File: src/hw/rtl/mfr_pkg.sv
// ----------------------------------------------------------------------------
// Meter frame receiver package
// Shared types and constants for the meter reply deframer.
// ----------------------------------------------------------------------------
package mfr_pkg;

  localparam logic [7:0] StartByteA = 8'hFA;
  localparam logic [7:0] StartByteB = 8'hFB;

  typedef enum logic [1:0] {
    ST_PENDING = 2'd0,
    ST_VALID   = 2'd1,
    ST_BADSUM  = 2'd2
  } status_e;

  typedef struct packed {
    status_e     status;
    logic [31:0] reading_bits;
  } mfr_result_t;

endpackage

File: src/hw/rtl/mfr_deframer.sv
// ----------------------------------------------------------------------------
// Meter frame deframer
// Tracks the position in the 8-byte reply, captures the payload and forms
// the per-byte result from the current state and the incoming byte.
// ----------------------------------------------------------------------------
module mfr_deframer
  import mfr_pkg::*;
(
  input  logic        clk_i,
  input  logic        rst_ni,
  input  logic        byte_en_i,
  input  logic [7:0]  rx_byte_i,
  input  logic [7:0]  device_address_i,
  output mfr_result_t result_o
);

  typedef enum logic [2:0] {
    POS_SYNC_A = 3'd0,
    POS_SYNC_B = 3'd1,
    POS_ADDR   = 3'd2,
    POS_PL0    = 3'd3,
    POS_PL1    = 3'd4,
    POS_PL2    = 3'd5,
    POS_PL3    = 3'd6,
    POS_SUM    = 3'd7
  } pos_e;

  pos_e       pos_q, pos_d;
  logic [7:0] payload_q [4];
  logic [7:0] payload_d [4];
  logic [7:0] sum;

  assign sum = payload_q[0] + payload_q[1] + payload_q[2] + payload_q[3];

  always_comb begin
    pos_d     = pos_q;
    payload_d = payload_q;
    result_o  = '{status: ST_PENDING, reading_bits: 32'd0};
    case (pos_q)
      POS_SYNC_A: begin
        if (rx_byte_i == StartByteA) pos_d = POS_SYNC_B;
      end
      POS_SYNC_B: begin
        pos_d = (rx_byte_i == StartByteB) ? POS_ADDR : POS_SYNC_A;
      end
      POS_ADDR: begin
        pos_d = (rx_byte_i == device_address_i) ? POS_PL0 : POS_SYNC_A;
      end
      POS_PL0: begin
        payload_d[0] = rx_byte_i;
        pos_d        = POS_PL1;
      end
      POS_PL1: begin
        payload_d[1] = rx_byte_i;
        pos_d        = POS_PL2;
      end
      POS_PL2: begin
        payload_d[2] = rx_byte_i;
        pos_d        = POS_PL3;
      end
      POS_PL3: begin
        payload_d[3] = rx_byte_i;
        pos_d        = POS_SUM;
      end
      POS_SUM: begin
        pos_d = POS_SYNC_A;
        if (sum == rx_byte_i) begin
          result_o.status       = ST_VALID;
          result_o.reading_bits = {payload_q[0], payload_q[1], payload_q[2], payload_q[3]};
        end else begin
          result_o.status = ST_BADSUM;
        end
      end
      default: pos_d = POS_SYNC_A;
    endcase
  end

  always_ff @(posedge clk_i or negedge rst_ni) begin
    if (!rst_ni) begin
      pos_q     <= POS_SYNC_A;
      payload_q <= '{default: 8'd0};
    end else if (byte_en_i) begin
      pos_q     <= pos_d;
      payload_q <= payload_d;
    end
  end

endmodule

File: src/hw/rtl/meter_frame_receiver_unit.sv
// ----------------------------------------------------------------------------
// Meter frame receiver
// Deframes 8-byte meter replies from a received byte stream.
// ----------------------------------------------------------------------------
// Every byte transfer on the rx channel yields exactly one result transfer:
// pending, valid frame (with the 32-bit payload word, first payload byte in
// bits 31..24) or checksum error. The result of a byte is registered in the cycle
// after its acceptance, and a new byte can be accepted in every cycle, also
// while the previous result is being taken; the single result register is
// the only limit, so rx_ready_o drops only while a result is held unclaimed.
// The device address register should be written while no byte is in flight.
module meter_frame_receiver_unit
  import mfr_pkg::*;
(
  input  logic        clk_i,
  input  logic        rst_ni,
  input  logic        rx_valid_i,
  output logic        rx_ready_o,
  input  logic [7:0]  rx_byte_i,
  input  logic        cfg_we_i,
  input  logic [7:0]  cfg_wdata_i,
  output logic        res_valid_o,
  input  logic        res_ready_i,
  output logic [1:0]  status_o,
  output logic [31:0] reading_bits_o
);

  logic        rx_fire;
  logic [7:0]  device_address_q;
  mfr_result_t result;
  mfr_result_t result_q;
  logic        res_valid_q;

  assign rx_ready_o = !res_valid_q || res_ready_i;
  assign rx_fire    = rx_valid_i && rx_ready_o;

  always_ff @(posedge clk_i or negedge rst_ni) begin
    if (!rst_ni) begin
      device_address_q <= 8'd0;
    end else if (cfg_we_i) begin
      device_address_q <= cfg_wdata_i;
    end
  end

  mfr_deframer u_deframer (
    .clk_i            (clk_i),
    .rst_ni           (rst_ni),
    .byte_en_i        (rx_fire),
    .rx_byte_i        (rx_byte_i),
    .device_address_i (device_address_q),
    .result_o         (result)
  );

  always_ff @(posedge clk_i or negedge rst_ni) begin
    if (!rst_ni) begin
      res_valid_q <= 1'b0;
    end else if (rx_ready_o) begin
      res_valid_q <= rx_valid_i;
    end
  end

  always_ff @(posedge clk_i) begin
    if (rx_fire) begin
      result_q <= result;
    end
  end

  assign res_valid_o    = res_valid_q;
  assign status_o       = result_q.status;
  assign reading_bits_o = result_q.reading_bits;

endmodule

File: config.mk
export PLATFORM = sky130hd
export DESIGN_NAME = meter_frame_receiver_unit
export DESIGN_NICKNAME = d
export VERILOG_FILES = /design/src/hw/rtl/mfr_pkg.sv /design/src/hw/rtl/mfr_deframer.sv /design/src/hw/rtl/meter_frame_receiver_unit.sv
export SDC_FILE = /design/constraint.sdc
export NUM_CORES = 1
export LEC_CHECK = 0
export BUFFER_PORTS_ARGS = -buffer_cell sky130_fd_sc_hd__clkbuf_2
export CAP_MARGIN = 5
export CORE_UTILIZATION = 47
export DETAILED_ROUTE_END_ITERATION = 12
export GPL_ROUTABILITY_DRIVEN = 0
export PLACE_DENSITY = 0.73
export SLEW_MARGIN = 20
export SYNTH_ARGS = -nofsm -noshare
export SYNTH_HDL_FRONTEND = slang
export SYNTH_HIERARCHICAL = 1
export SYNTH_SLANG_ARGS = --single-unit
File: constraint.sdc
create_clock -name clk_i -period 5.2 [get_ports clk_i]
set_clock_uncertainty 0.2 [all_clocks]
set_input_delay 0.78 -clock clk_i [delete_from_list [all_inputs] [get_ports clk_i]]
set_output_delay 0.78 -clock clk_i [all_outputs]
set_load 0.1 [all_outputs]
==> results.md, run 1 <==
* GRT overflow at 0
* Vias per inst at about 5.4
* Die Width at ~95 µm
* Post-synth EDFFs at 34
* Dpl hpwl at ~5.5 mm
* Ports at 57
* Clock Latency Late Sink at approximately 0.36 ns
* Fraction of layout cells with a size suffix above 1 at 0.411
* Slew @ Worst Pin at ~1 ns
* Worst path max stage delay at roughly 0.54 ns
* DRC errors left at 0
* DR vias at about 2500
* Placed cells at ~450
* First-pass GRT wire length at approximately 13 mm
* Worst Path Max Fanout at 21
* Sequential-to-total area share from yosys stat at 0.517
* FILL cells at ~720
* DIE AREA at 9110 µm²
* Setup Buffers After CTS at 0
* Number of CTS-inserted buffers at 9
* Period minus WS final at 3.93 ns
* Root Driver: clkbuf_8
* Nets at between 300 and 400
* Asr flop ratio synth at 0.564
* CP cell instances: fa_1 > inv_1 > fa_1 > inv_1 > ha_1 > fa_1 > nand3_1 > a21oi_1 > o21a_1 > o21ai_4 > buf_12 > nor4_1
* Starting Density at 0.492
* Largest net degree at the start of global routing at 45
* Worst EP arrival at between 3 and 4 ns
* Endpoints failing hold at 0
* Diode count at 0
* Worst slew margin at 0.321
* # clock sinks at approximately 80
* CP Class: flop to flop
* Cells after Synth at around 300
* Reg-to-Reg Start: u_deframer/payload_q[1]$_DFFE_PN0P_
* Worst Path Required at between 5 and 6 ns
* Status: finished clean
* CP max-delay cell: fa_1
* Main flop type after synthesis: dfrtp_1
* Clock transition at the registers of the reported paths at approximately 0.080 ns
* Yosys Warn Count at 6
* RSZ-0062 raised after global routing: no
* Setup Viol. Count Final at 0
* Syn avg cell area at between 10 and 15 µm²
* Post-DR wirelength/cell at between 15 and 20 µm
* Synthesis-to-finish area growth at 12.3%
* Cts repair resizes at 0
* Fin. max-slew vios at 0
* Netlist cell types at 39
* Post-Route WL at 7.71 mm
* Crit path from: u_deframer/payload_q[1]$_DFFE_PN0P_
* Core area at between 8000 and 9000 µm²
* Number of synthesized register bits at roughly 80
* Fmax at 254 MHz
* 1st-iter DRT viols at 85
* GR Util All Layers at 0.193
* Crit. End Element: flop
* Buffer depth of the longest clock path at 2
* Worst hold path class: input pin to async pin
* Die height at 95.5 µm
* Port Buffer Count at 56
* Crit path top cell by count: fa_1
* DRT Pass-1 Iters at 4
* Syn nets at around 340
* CTS tree: yes
* Vias in the first global route at between 2000 and 3000
* Final antenna-violating net count at 0
* Post-Layout Cell Count at 460
* Mapped Area at 4110 µm²
* Initial antenna violation count at 0
* Critical Path Source Type: flop
* H-tree depth at 3
* Max cap viols at 0
* Hold buffers post-CTS at 0
* # rows at 33
* Fin Setup TNS at 0 ns
* Tcrit/Tclk final at 0.756
-- metal layers --
metal,track usage,part of all wire
met1,0.241,0.42
met2,0.301,0.48
met3,0.0518,0.069
met4,0.116,0.030
met5,0,0
-- sequential cells by signal, summed over array words and instances (netlist names) --
signal	flops
reading_bits_o	32
u_deframer/payload_q	32
device_address_q	8
u_deframer/pos_q	3
status_o	2
res_valid_o	1
-- kinds of logic after synthesis --
kind of cell,count (synthesis),synth area share
mux,39,0.114
compound gates,14,0.0247
fa+ha+maj,21,0.0896
simple gates,94,0.153
xor+xnor,23,0.0603
flops,78,0.517
buf+inv,33,0.0411
-- layout make-up --
class / count / area [µm²] / area share
Clock buffer: 9 / 124 / 0.0269
Timing Repair Buffer: 60 / 323 / 0.0700
Sequential cell: 78 / 2120 / 0.460
Tap cell: 105 / 131 / 0.0285
Clock inverter: 6 / 53.8 / 0.0117
Multi-Input combinational cell: 191 / 1820 / 0.394
Inverter: 11 / 41.3 / 0.00896
-- stage by stage --
step / setup WS, ns / hold WS [ns] / area [µm²] / utilization
after floorplan: 1.10 / 0.279 / 4110 / -
after global placement: 1.37 / 0.291 / 4430 / 0.532
after detailed placement: 1.29 / 0.297 / 4430 / 0.532
after CTS: 1.26 / 0.299 / 4610 / 0.553
after global routing: 1.07 / 0.331 / 4610 / 0.553
final: 1.27 / 0.298 / 4610 / 0.553
-- final timing paths --
check	endpoint	slack (ns)	depth (start not counted)
min in group clk_i	u_deframer/payload_q[6]$_DFFE_PN0P_	0.31	1
worst min register to register	u_deframer/payload_q[6]$_DFFE_PN0P_	0.31	1
worst max-delay path	reading_bits_o[6]$_DFFE_PP_	1.27	12
worst min-delay path	device_address_q[3]$_DFFE_PN0P_	0.30	2
worst max register to register	reading_bits_o[6]$_DFFE_PP_	1.27	12
max in group asynchronous	u_deframer/payload_q[29]$_DFFE_PN0P_	4.12	2
-- cell usage in the layout, fill, tap and decap left out, drive strengths merged, types with 3 or more instances in the layout --
| master | n |
|---|---|
| nand2 | 34 |
| dfrtp | 44 |
| nor2 | 3 |
| ha | 7 |
| a21oi | 4 |
| fa | 14 |
| nand3 | 5 |
| nor4 | 6 |
| xor2 | 13 |
| inv | 11 |
| nand4b | 3 |
| a21o | 3 |
| xnor2 | 8 |
| mux2 | 39 |
| edfxtp | 34 |
| clkinv | 5 |
| clkbuf | 65 |
| buf | 4 |
| nor3 | 33 |
-- worst max-delay path: cells and delay by family, from the launching register on --
family | cells | cell delay (ns)
adders and majority gates | 4 | 1.66
DFF | 1 | 0.41
buffers and inverters | 3 | 0.36
and+or+nand+nor | 2 | 0.18
AOI/OAI and AO/OA | 3 | 0.84
-- cells in the mapped netlist (5+ instances only) --
| library cell | n | share of area |
|---|---|---|
| buf_2 | 6 | 0.0073 |
| clkbuf_1 | 11 | 0.010 |
| nand2_1 | 34 | 0.031 |
| xnor2_1 | 7 | 0.015 |
| fa_1 | 14 | 0.068 |
| inv_1 | 11 | 0.010 |
| xor2_1 | 13 | 0.028 |
| nor3_2 | 29 | 0.071 |
| nand3_1 | 5 | 0.0061 |
| mux2_4 | 8 | 0.029 |
| dfrtp_1 | 44 | 0.27 |
| edfxtp_1 | 34 | 0.25 |
| mux2_2 | 31 | 0.085 |
| buf_6 | 5 | 0.014 |
| ha_1 | 7 | 0.021 |
Power of run 1 is left out: the tool's default activity adds up to more than one toggle a clock period on the data nets, which glitch-free logic cannot reach.
==> run 2, diff against run 1 <==
--- a/config.mk
+++ b/config.mk
@@ -5,12 +5,13 @@
 export SDC_FILE = /design/constraint.sdc
 export NUM_CORES = 1
 export LEC_CHECK = 0
+export ABC_AREA = 1
 export BUFFER_PORTS_ARGS = -buffer_cell sky130_fd_sc_hd__clkbuf_2
 export CAP_MARGIN = 5
 export CORE_UTILIZATION = 47
 export DETAILED_ROUTE_END_ITERATION = 12
 export GPL_ROUTABILITY_DRIVEN = 0
-export PLACE_DENSITY = 0.73
+export PLACE_DENSITY = 0.76
 export SLEW_MARGIN = 20
 export SYNTH_ARGS = -nofsm -noshare
 export SYNTH_HDL_FRONTEND = slang
==> constraint.sdc (replaced) <==
create_clock -name clk_i -period 3.2 [get_ports clk_i]
set_clock_uncertainty 0.2 [all_clocks]
set_input_delay 0.48 -clock clk_i [delete_from_list [all_inputs] [get_ports clk_i]]
set_output_delay 0.48 -clock clk_i [all_outputs]
set_load 0.1 [all_outputs]
==> results.md, run 2 <==
* Status: complete, but fails checks
* Failing checks: negative setup slack
* Hold Path Depth at 3
* Sequential-to-total area share from yosys stat at 0.533 (+0.0161)
* Syn nets at 464 (+35%)
* Buffer depth of the longest clock path at 2 (unchanged)
* Netlist cell types at 28 (-28%)
* GR Util All Layers at 0.192 (-0.00138)
* Final Instance Area at 4950 µm² (+7.3%)
* Slew @ Worst Pin at 0.642 ns (-0.376 ns)
* Fin. max-slew vios at 0 (unchanged)
* CTS tree: yes
* Fin Setup TNS at -13.14 ns (-13.14 ns)
* First-pass GRT wire length at 12.7 mm (+0.98%)
* Worst hold path class: input pin to flop
* DRT Pass-1 Iters at 4 (unchanged)
* Post-DR wirelength/cell at 12.4 µm (-26%)
* Crit. End Element: flop
* DRC errors left at 0 (unchanged)
* Placed cells at 602 (+35%)
* # clock sinks at 78 (unchanged)
* PwrDens at between 1000 and 1500 nW/µm²
* H-tree depth at 3 (unchanged)
* Vias per inst at 4.75 (-12%)
* Clock transition at the registers of the reported paths at 0.07 ns (about the same)
* Cell Area, Placed at 4580 µm² (+3.2%)
* Tcrit/Tclk final at 1.13 (+0.374)
* Diode count at 0 (unchanged)
* Post-Layout Cell Count at 620 (+35%)
* Post-Route WL at 7.67 mm (-0.56%)
* Post-synth EDFFs at 34 (unchanged)
* Share of the synthesized area in the top cell type at 0.276 (+0.00834)
* Asr flop ratio synth at 0.564 (unchanged)
* Dpl hpwl at 5.57 mm (+0.89%)
* Most frequent cells in the layout: nand2_1, inv_1, clkbuf_2
* Hold_sp: cfg_wdata_i[2]
* Most common cell after layout, fill and taps aside: nand2_1
* Syn avg cell area at 9.44 µm² (-31%)
* Worst Path Max Fanout at 8 (-62%)
* 1st-iter DRT viols at 148 (+74%)
* Clock Latency Late Sink at 0.35 ns (about the same)
* Vias in the first global route at 2823 (+11%)
* Nets at 552 (+40%)
* Die height at 94.1 µm (-1.5%)
* DIE AREA at 8850 µm² (-3.0%)
* Setup Viol. Count Final at 34 (+34)
* Period minus WS final at 3.62 ns (-0.315 ns)
* FILL cells at 690 (-3.9%)
* Number of synthesized register bits at 78 (unchanged)
* Multi-input gate area at 1630 µm² (-10%)
* Fin worst setup slack at -0.416 ns (-1.68 ns)
* Worst path max stage delay at 0.55 ns (about the same)
* P_leak at 2.37 nW
* DR vias at 2946 (+19%)
* Fmax at 277 MHz (+8.7%)
* Synth top area cells: dfrtp_1, edfxtp_1, nand2_1, inv_1, fa_1
* Starting Density at 0.485 (-0.00765)
* Worst slew margin at 0.570 (+0.249)
* Mapped Area at 3980 µm² (-3.0%)
* Reg2reg path depth at 16 (+4)
* Fraction of layout cells with a size suffix above 1 at 0.270 (-0.141)
* CP Class: flop to flop
* Overall Power at between 5 and 6 mW
* RSZ-0062 raised after global routing: yes
* Number of CTS-inserted buffers at 9 (unchanged)
* # rows at 33 (unchanged)
* Reg2Reg Capture Point: reading_bits_o[31]$_DFFE_PP_
* Post-synth top area cell: dfrtp_1
* Critical Path Source Type: flop
* Port Buffer Count at 56 (unchanged)
* Max cap viols at 0 (unchanged)
* Core area at 8220 µm² (-1.5%)
* Hold path endpoint: device_address_q[2]$_DFFE_PN0P_
* Flop-to-flop setup slack at -0.42 ns (-1.68 ns)
* Worst EP arrival at 3.63 ns (-0.18 ns)
* Crit path buf inv count at 4 (+1)
* Reg area at 2120 µm² (unchanged)
* Yosys Warn Count at 6 (unchanged)
* Die Width at 94.1 µm (-1.5%)
* Most common cell in the netlist: nand2_1
* VDD IR max at about 0.69 mV
* Synth cell count leaders: nand2_1, inv_1, dfrtp_1, o21ai_0, edfxtp_1
* Final antenna-violating net count at 0 (unchanged)
* CP top delay family: adder cells
* Setup Buffers After CTS at 0 (unchanged)
* Endpoints failing hold at 0 (unchanged)
* Crit path top cell by count: fa_1
* CP cell instances: fa_1 > inv_2 > fa_1 > inv_1 > ha_2 > fa_1 > inv_1 > nand2_1 > nand2_1 > nand3_2 > nor2_4 > nand3_2 > nor3_4 > nand3_4 > clkbuf_16 > nor2_4
* Cells after Synth at 422 (+40%)
* Initial antenna violation count at 0 (unchanged)
* GRT overflow at 0 (unchanged)
* Synthesis-to-finish area growth at 24.2%
* Ports at 57 (unchanged)
* Min Hold Slack at 0.139 ns (-0.158 ns)
* CP max-delay cell: fa_1
* Reg-to-Reg Start: u_deframer/payload_q[1]$_DFFE_PN0P_
* Root Driver: clkbuf_8
* Largest net degree at the start of global routing at 45 (unchanged)
* Main flop type after synthesis: dfrtp_1
* Worst Path Required at 3.22 ns (-1.86 ns)
-- run 2: where the power goes --
part | internal (mW) | switching, mW
Clock | 0.462 | 0.354
Sequential | 1.27 | 0.186
Combinational | 1.33 | 2.06
-- run 2: cell type report --
type                       instances  share of cell area
clock inverter                     5              0.0164
inverter                          78              0.0592
tap                              105              0.0266
clock buffer                      11              0.0286
multi-input combinational        258               0.330
sequential                        78               0.429
timing repair buffer              85               0.110
-- run 2: worst register-to-register path, cell delays in order (launching register included) --
cell,delay [ns]
dfrtp_1,0.40
fa_1,0.55
inv_2,0.04
fa_1,0.49
inv_1,0.04
ha_2,0.17
fa_1,0.46
inv_1,0.07
nand2_1,0.05
nand2_1,0.08
nand3_2,0.10
nor2_4,0.10
nand3_2,0.10
nor3_4,0.17
nand3_4,0.16
clkbuf_16,0.23
nor2_4,0.08
-- run 2: worst max-delay path by stage --
stage	depth (start not counted)	from	to
2_1_floorplan	16	u_deframer/payload_q[1]$_DFFE_PN0P_	reading_bits_o[25]$_DFFE_PP_
3_3_place_gp	16	u_deframer/payload_q[1]$_DFFE_PN0P_	reading_bits_o[25]$_DFFE_PP_
3_5_place_dp	16	u_deframer/payload_q[1]$_DFFE_PN0P_	reading_bits_o[15]$_DFFE_PP_
4_1_cts	16	u_deframer/payload_q[1]$_DFFE_PN0P_	reading_bits_o[23]$_DFFE_PP_
5_1_grt	16	u_deframer/payload_q[1]$_DFFE_PN0P_	reading_bits_o[19]$_DFFE_PP_
6_report	16	u_deframer/payload_q[1]$_DFFE_PN0P_	reading_bits_o[31]$_DFFE_PP_
-- run 2: repair_timing --
item	in CTS	in global routing
endpoints found under the hold margin	0	44
hold buffers	0	1
pin swaps	1	2
cloned	0	1
gates resized for setup	1	22
endpoints found under the setup margin	34	34
-- run 2: routing by layer --
| metal | global-route usage | wire length, µm | vias to the layer above |
|---|---|---|---|
| met5 | 0 | 0 | - |
| met4 | 0.0962 | 176 | 0 |
| met3 | 0.0461 | 540 | 19 |
| met2 | 0.294 | 3450 | 103 |
| met1 | 0.255 | 3500 | 1330 |
| li1 | - | - | 1494 |
-- run 2: kinds of logic (layout without fill, tap and decap cells) --
| kind of cell | count (synthesis) | in the layout | synth area share |
|---|---|---|---|
| buffers and inverters | 86 | 179 | 0.0886 |
| DFF | 78 | 78 | 0.533 |
| adders and majority gates | 21 | 21 | 0.0924 |
| and+or+nand+nor | 179 | 179 | 0.205 |
| AOI/OAI and AO/OA | 50 | 50 | 0.0638 |
| xor gates and xnor gates | 8 | 8 | 0.0176 |
-- run 2: per-stage QoR --
step                 util  setup WS [ns]
floorplan               -         -0.183
global placement    0.557         -0.264
detailed placement  0.557         -0.342
CTS                 0.585         -0.352
global route        0.602         -0.614
finish              0.602         -0.416
No activity file was read; power rests on OpenSTA's default activity.
==> run 3, diff against run 2 <==
--- a/config.mk
+++ b/config.mk
@@ -5,13 +5,13 @@
 export SDC_FILE = /design/constraint.sdc
 export NUM_CORES = 1
 export LEC_CHECK = 0
-export ABC_AREA = 1
 export BUFFER_PORTS_ARGS = -buffer_cell sky130_fd_sc_hd__clkbuf_2
 export CAP_MARGIN = 5
 export CORE_UTILIZATION = 47
 export DETAILED_ROUTE_END_ITERATION = 12
 export GPL_ROUTABILITY_DRIVEN = 0
-export PLACE_DENSITY = 0.76
+export PLACE_DENSITY = 0.73
+export SKIP_LAST_GASP = 1
 export SLEW_MARGIN = 20
 export SYNTH_ARGS = -nofsm -noshare
 export SYNTH_HDL_FRONTEND = slang
==> constraint.sdc (replaced) <==
create_clock -name clk_i -period 4.62 [get_ports clk_i]
set_clock_uncertainty 0.2 [all_clocks]
set_input_delay 0.693 -clock clk_i [delete_from_list [all_inputs] [get_ports clk_i]]
set_output_delay 0.693 -clock clk_i [all_outputs]
set_load 0.1 [all_outputs]
==> results.md, run 3 (synthesized netlist as in run 1, its figures left out) <==
* Setup Viol. Count Final at 0 (-100%)
* Most common cell after layout, fill and taps aside: clkbuf_2
* Crit path top cell by count: fa_1
* CP Class: flop to flop
* Worst path max stage delay at 0.54 ns (about the same)
* GRT overflow at 0 (unchanged)
* Starting Density at 0.492 (+0.00765)
* Most frequent cells in the layout: clkbuf_2, dfrtp_1, edfxtp_1, nand2_1, mux2_2
* First-pass GRT wire length at 12.5 mm (-2.1%)
* Port Buffer Count at 56 (unchanged)
* DIE AREA at 9110 µm² (+3.0%)
* Die height at 95.5 µm (+1.5%)
* Dpl hpwl at 5.41 mm (-2.9%)
* Reg area at 2120 µm² (unchanged)
* CP cell instances: fa_1 > inv_1 > fa_1 > inv_1 > ha_1 > fa_1 > nand3_1 > a21oi_1 > o21a_1 > o21ai_4 > buf_4 > nor3_2
* DRC errors left at 0 (unchanged)
* Vias per inst at 5.31 (+12%)
* Worst slew margin at 0.301 (-0.269)
* Cell depth of the worst setup path at 12 (-4)
* FILL cells at 705 (+2.2%)
* Critical Path Source Type: flop
* Worst Path Required at 4.51 ns (+1.29 ns)
* Initial antenna violation count at 0 (unchanged)
* Worst Path Max Fanout at 34 (+26)
* Multi-input gate area at 1820 µm² (+11%)
* Post-Route WL at 7.65 mm (-0.21%)
* Buffer depth of the longest clock path at 2 (unchanged)
* 1st-iter DRT viols at 90 (-39%)
* Endpoints failing hold at 0 (unchanged)
* Slew @ Worst Pin at 1.05 ns (+0.406 ns)
* Vias in the first global route at 2488 (-12%)
* Fmax at 267 MHz (-3.4%)
* Worst hold path class: input pin to async pin
* DRT Pass-1 Iters at 5 (+1)
* # clock sinks at 78 (unchanged)
* # rows at 33 (unchanged)
* Reg2reg path depth at 12 (-4)
* Period minus WS final at 3.74 ns (+0.127 ns)
* Number of CTS-inserted buffers at 9 (unchanged)
* Tcrit/Tclk final at 0.810 (-0.320)
* H-tree depth at 3 (unchanged)
* Hold buffers post-CTS at 0 (unchanged)
* Root Driver: clkbuf_8
* Setup Buffers After CTS at 0 (unchanged)
* Diode count at 0 (unchanged)
* Cts repair resizes at 0 (-1)
* Nets at 392 (-29%)
* Fraction of layout cells with a size suffix above 1 at 0.408 (+0.139)
* Crit path buf inv count at 3 (-1)
* Worst EP arrival at 3.64 ns (about the same)
* CTS tree: yes
* Die Width at 95.5 µm (+1.5%)
* Synthesis-to-finish area growth at 12.7%
* Clock Latency Late Sink at 0.35 ns (about the same)
* Largest net degree at the start of global routing at 45 (unchanged)
* Post-DR wirelength/cell at 16.6 µm (+35%)
* Status: finished clean
* Core area at 8340 µm² (+1.5%)
* Fin Setup TNS at 0 ns (+13.14 ns)
* RSZ-0062 raised after global routing: no
* Fin. max-slew vios at 0 (unchanged)
* CP top delay family: adder cells
* Clock transition at the registers of the reported paths at 0.08 ns (about the same)
* GR Util All Layers at 0.188 (-0.00407)
* Ports at 57 (unchanged)
* Final antenna-violating net count at 0 (unchanged)
* Crit. End Element: flop
* DR vias at 2443 (-17%)
* CP max-delay cell: fa_1
* Max cap viols at 0 (unchanged)
==> run 3: cell count changes in the layout (fill, tap and decap cells not counted), sizes merged, moves of 3 or more <==
cell	delta
a21o	+3
buf	-24
inv	-67
mux2	+39
nand2	-72
nand3	-12
nand4	-3
nand4b	+3
nor2	-39
nor3	+30
nor4	+3
o21ai	-41
xnor2	+4
xor2	+9
==> run 3: path summary, 6_finish.rpt <==
kind | slack [ns] | from | end
min reg2reg | 0.31 | u_deframer/payload_q[6]$_DFFE_PN0P_ | u_deframer/payload_q[6]$_DFFE_PN0P_
max reg2reg | 0.88 | u_deframer/payload_q[1]$_DFFE_PN0P_ | reading_bits_o[18]$_DFFE_PP_
min in group clk_i | 0.31 | u_deframer/payload_q[6]$_DFFE_PN0P_ | u_deframer/payload_q[6]$_DFFE_PN0P_
max | 0.88 | u_deframer/payload_q[1]$_DFFE_PN0P_ | reading_bits_o[18]$_DFFE_PP_
min | 0.14 | rst_ni | u_deframer/payload_q[18]$_DFFE_PN0P_
max in group asynchronous | 3.71 | rst_ni | u_deframer/payload_q[24]$_DFFE_PN0P_
==> run 3: cell type report <==
class	count	area share
Sequential cell	78	0.459
Multi-Input combinational cell	191	0.392
Timing Repair Buffer	59	0.0660
Tap cell	105	0.0284
Clock buffer	10	0.0276
Clock inverter	6	0.0184
Inverter	11	0.00892
==> run 3: metrics by stage <==
stage / cells / hold WS (ns) / setup WS, ns / utilization / instance area (µm²)
after floorplan: 302 / 0.197 / 0.524 / - / 4110
after global placement: 444 / 0.291 / 0.919 / 0.529 / 4410
after detailed placement: 444 / 0.295 / 0.881 / 0.529 / 4410
after CTS: 460 / 0.312 / 0.871 / 0.555 / 4630
after global routing: 460 / 0.172 / 0.724 / 0.555 / 4630
final: 460 / 0.136 / 0.877 / 0.555 / 4630
==> run 3: per-layer routing <==
metal,global-route usage,routed length (µm)
met5,0,0
met4,0.0771,116
met3,0.0311,398
met2,0.314,3820
met1,0.243,3310
Power of run 3 is left out for the same reason.
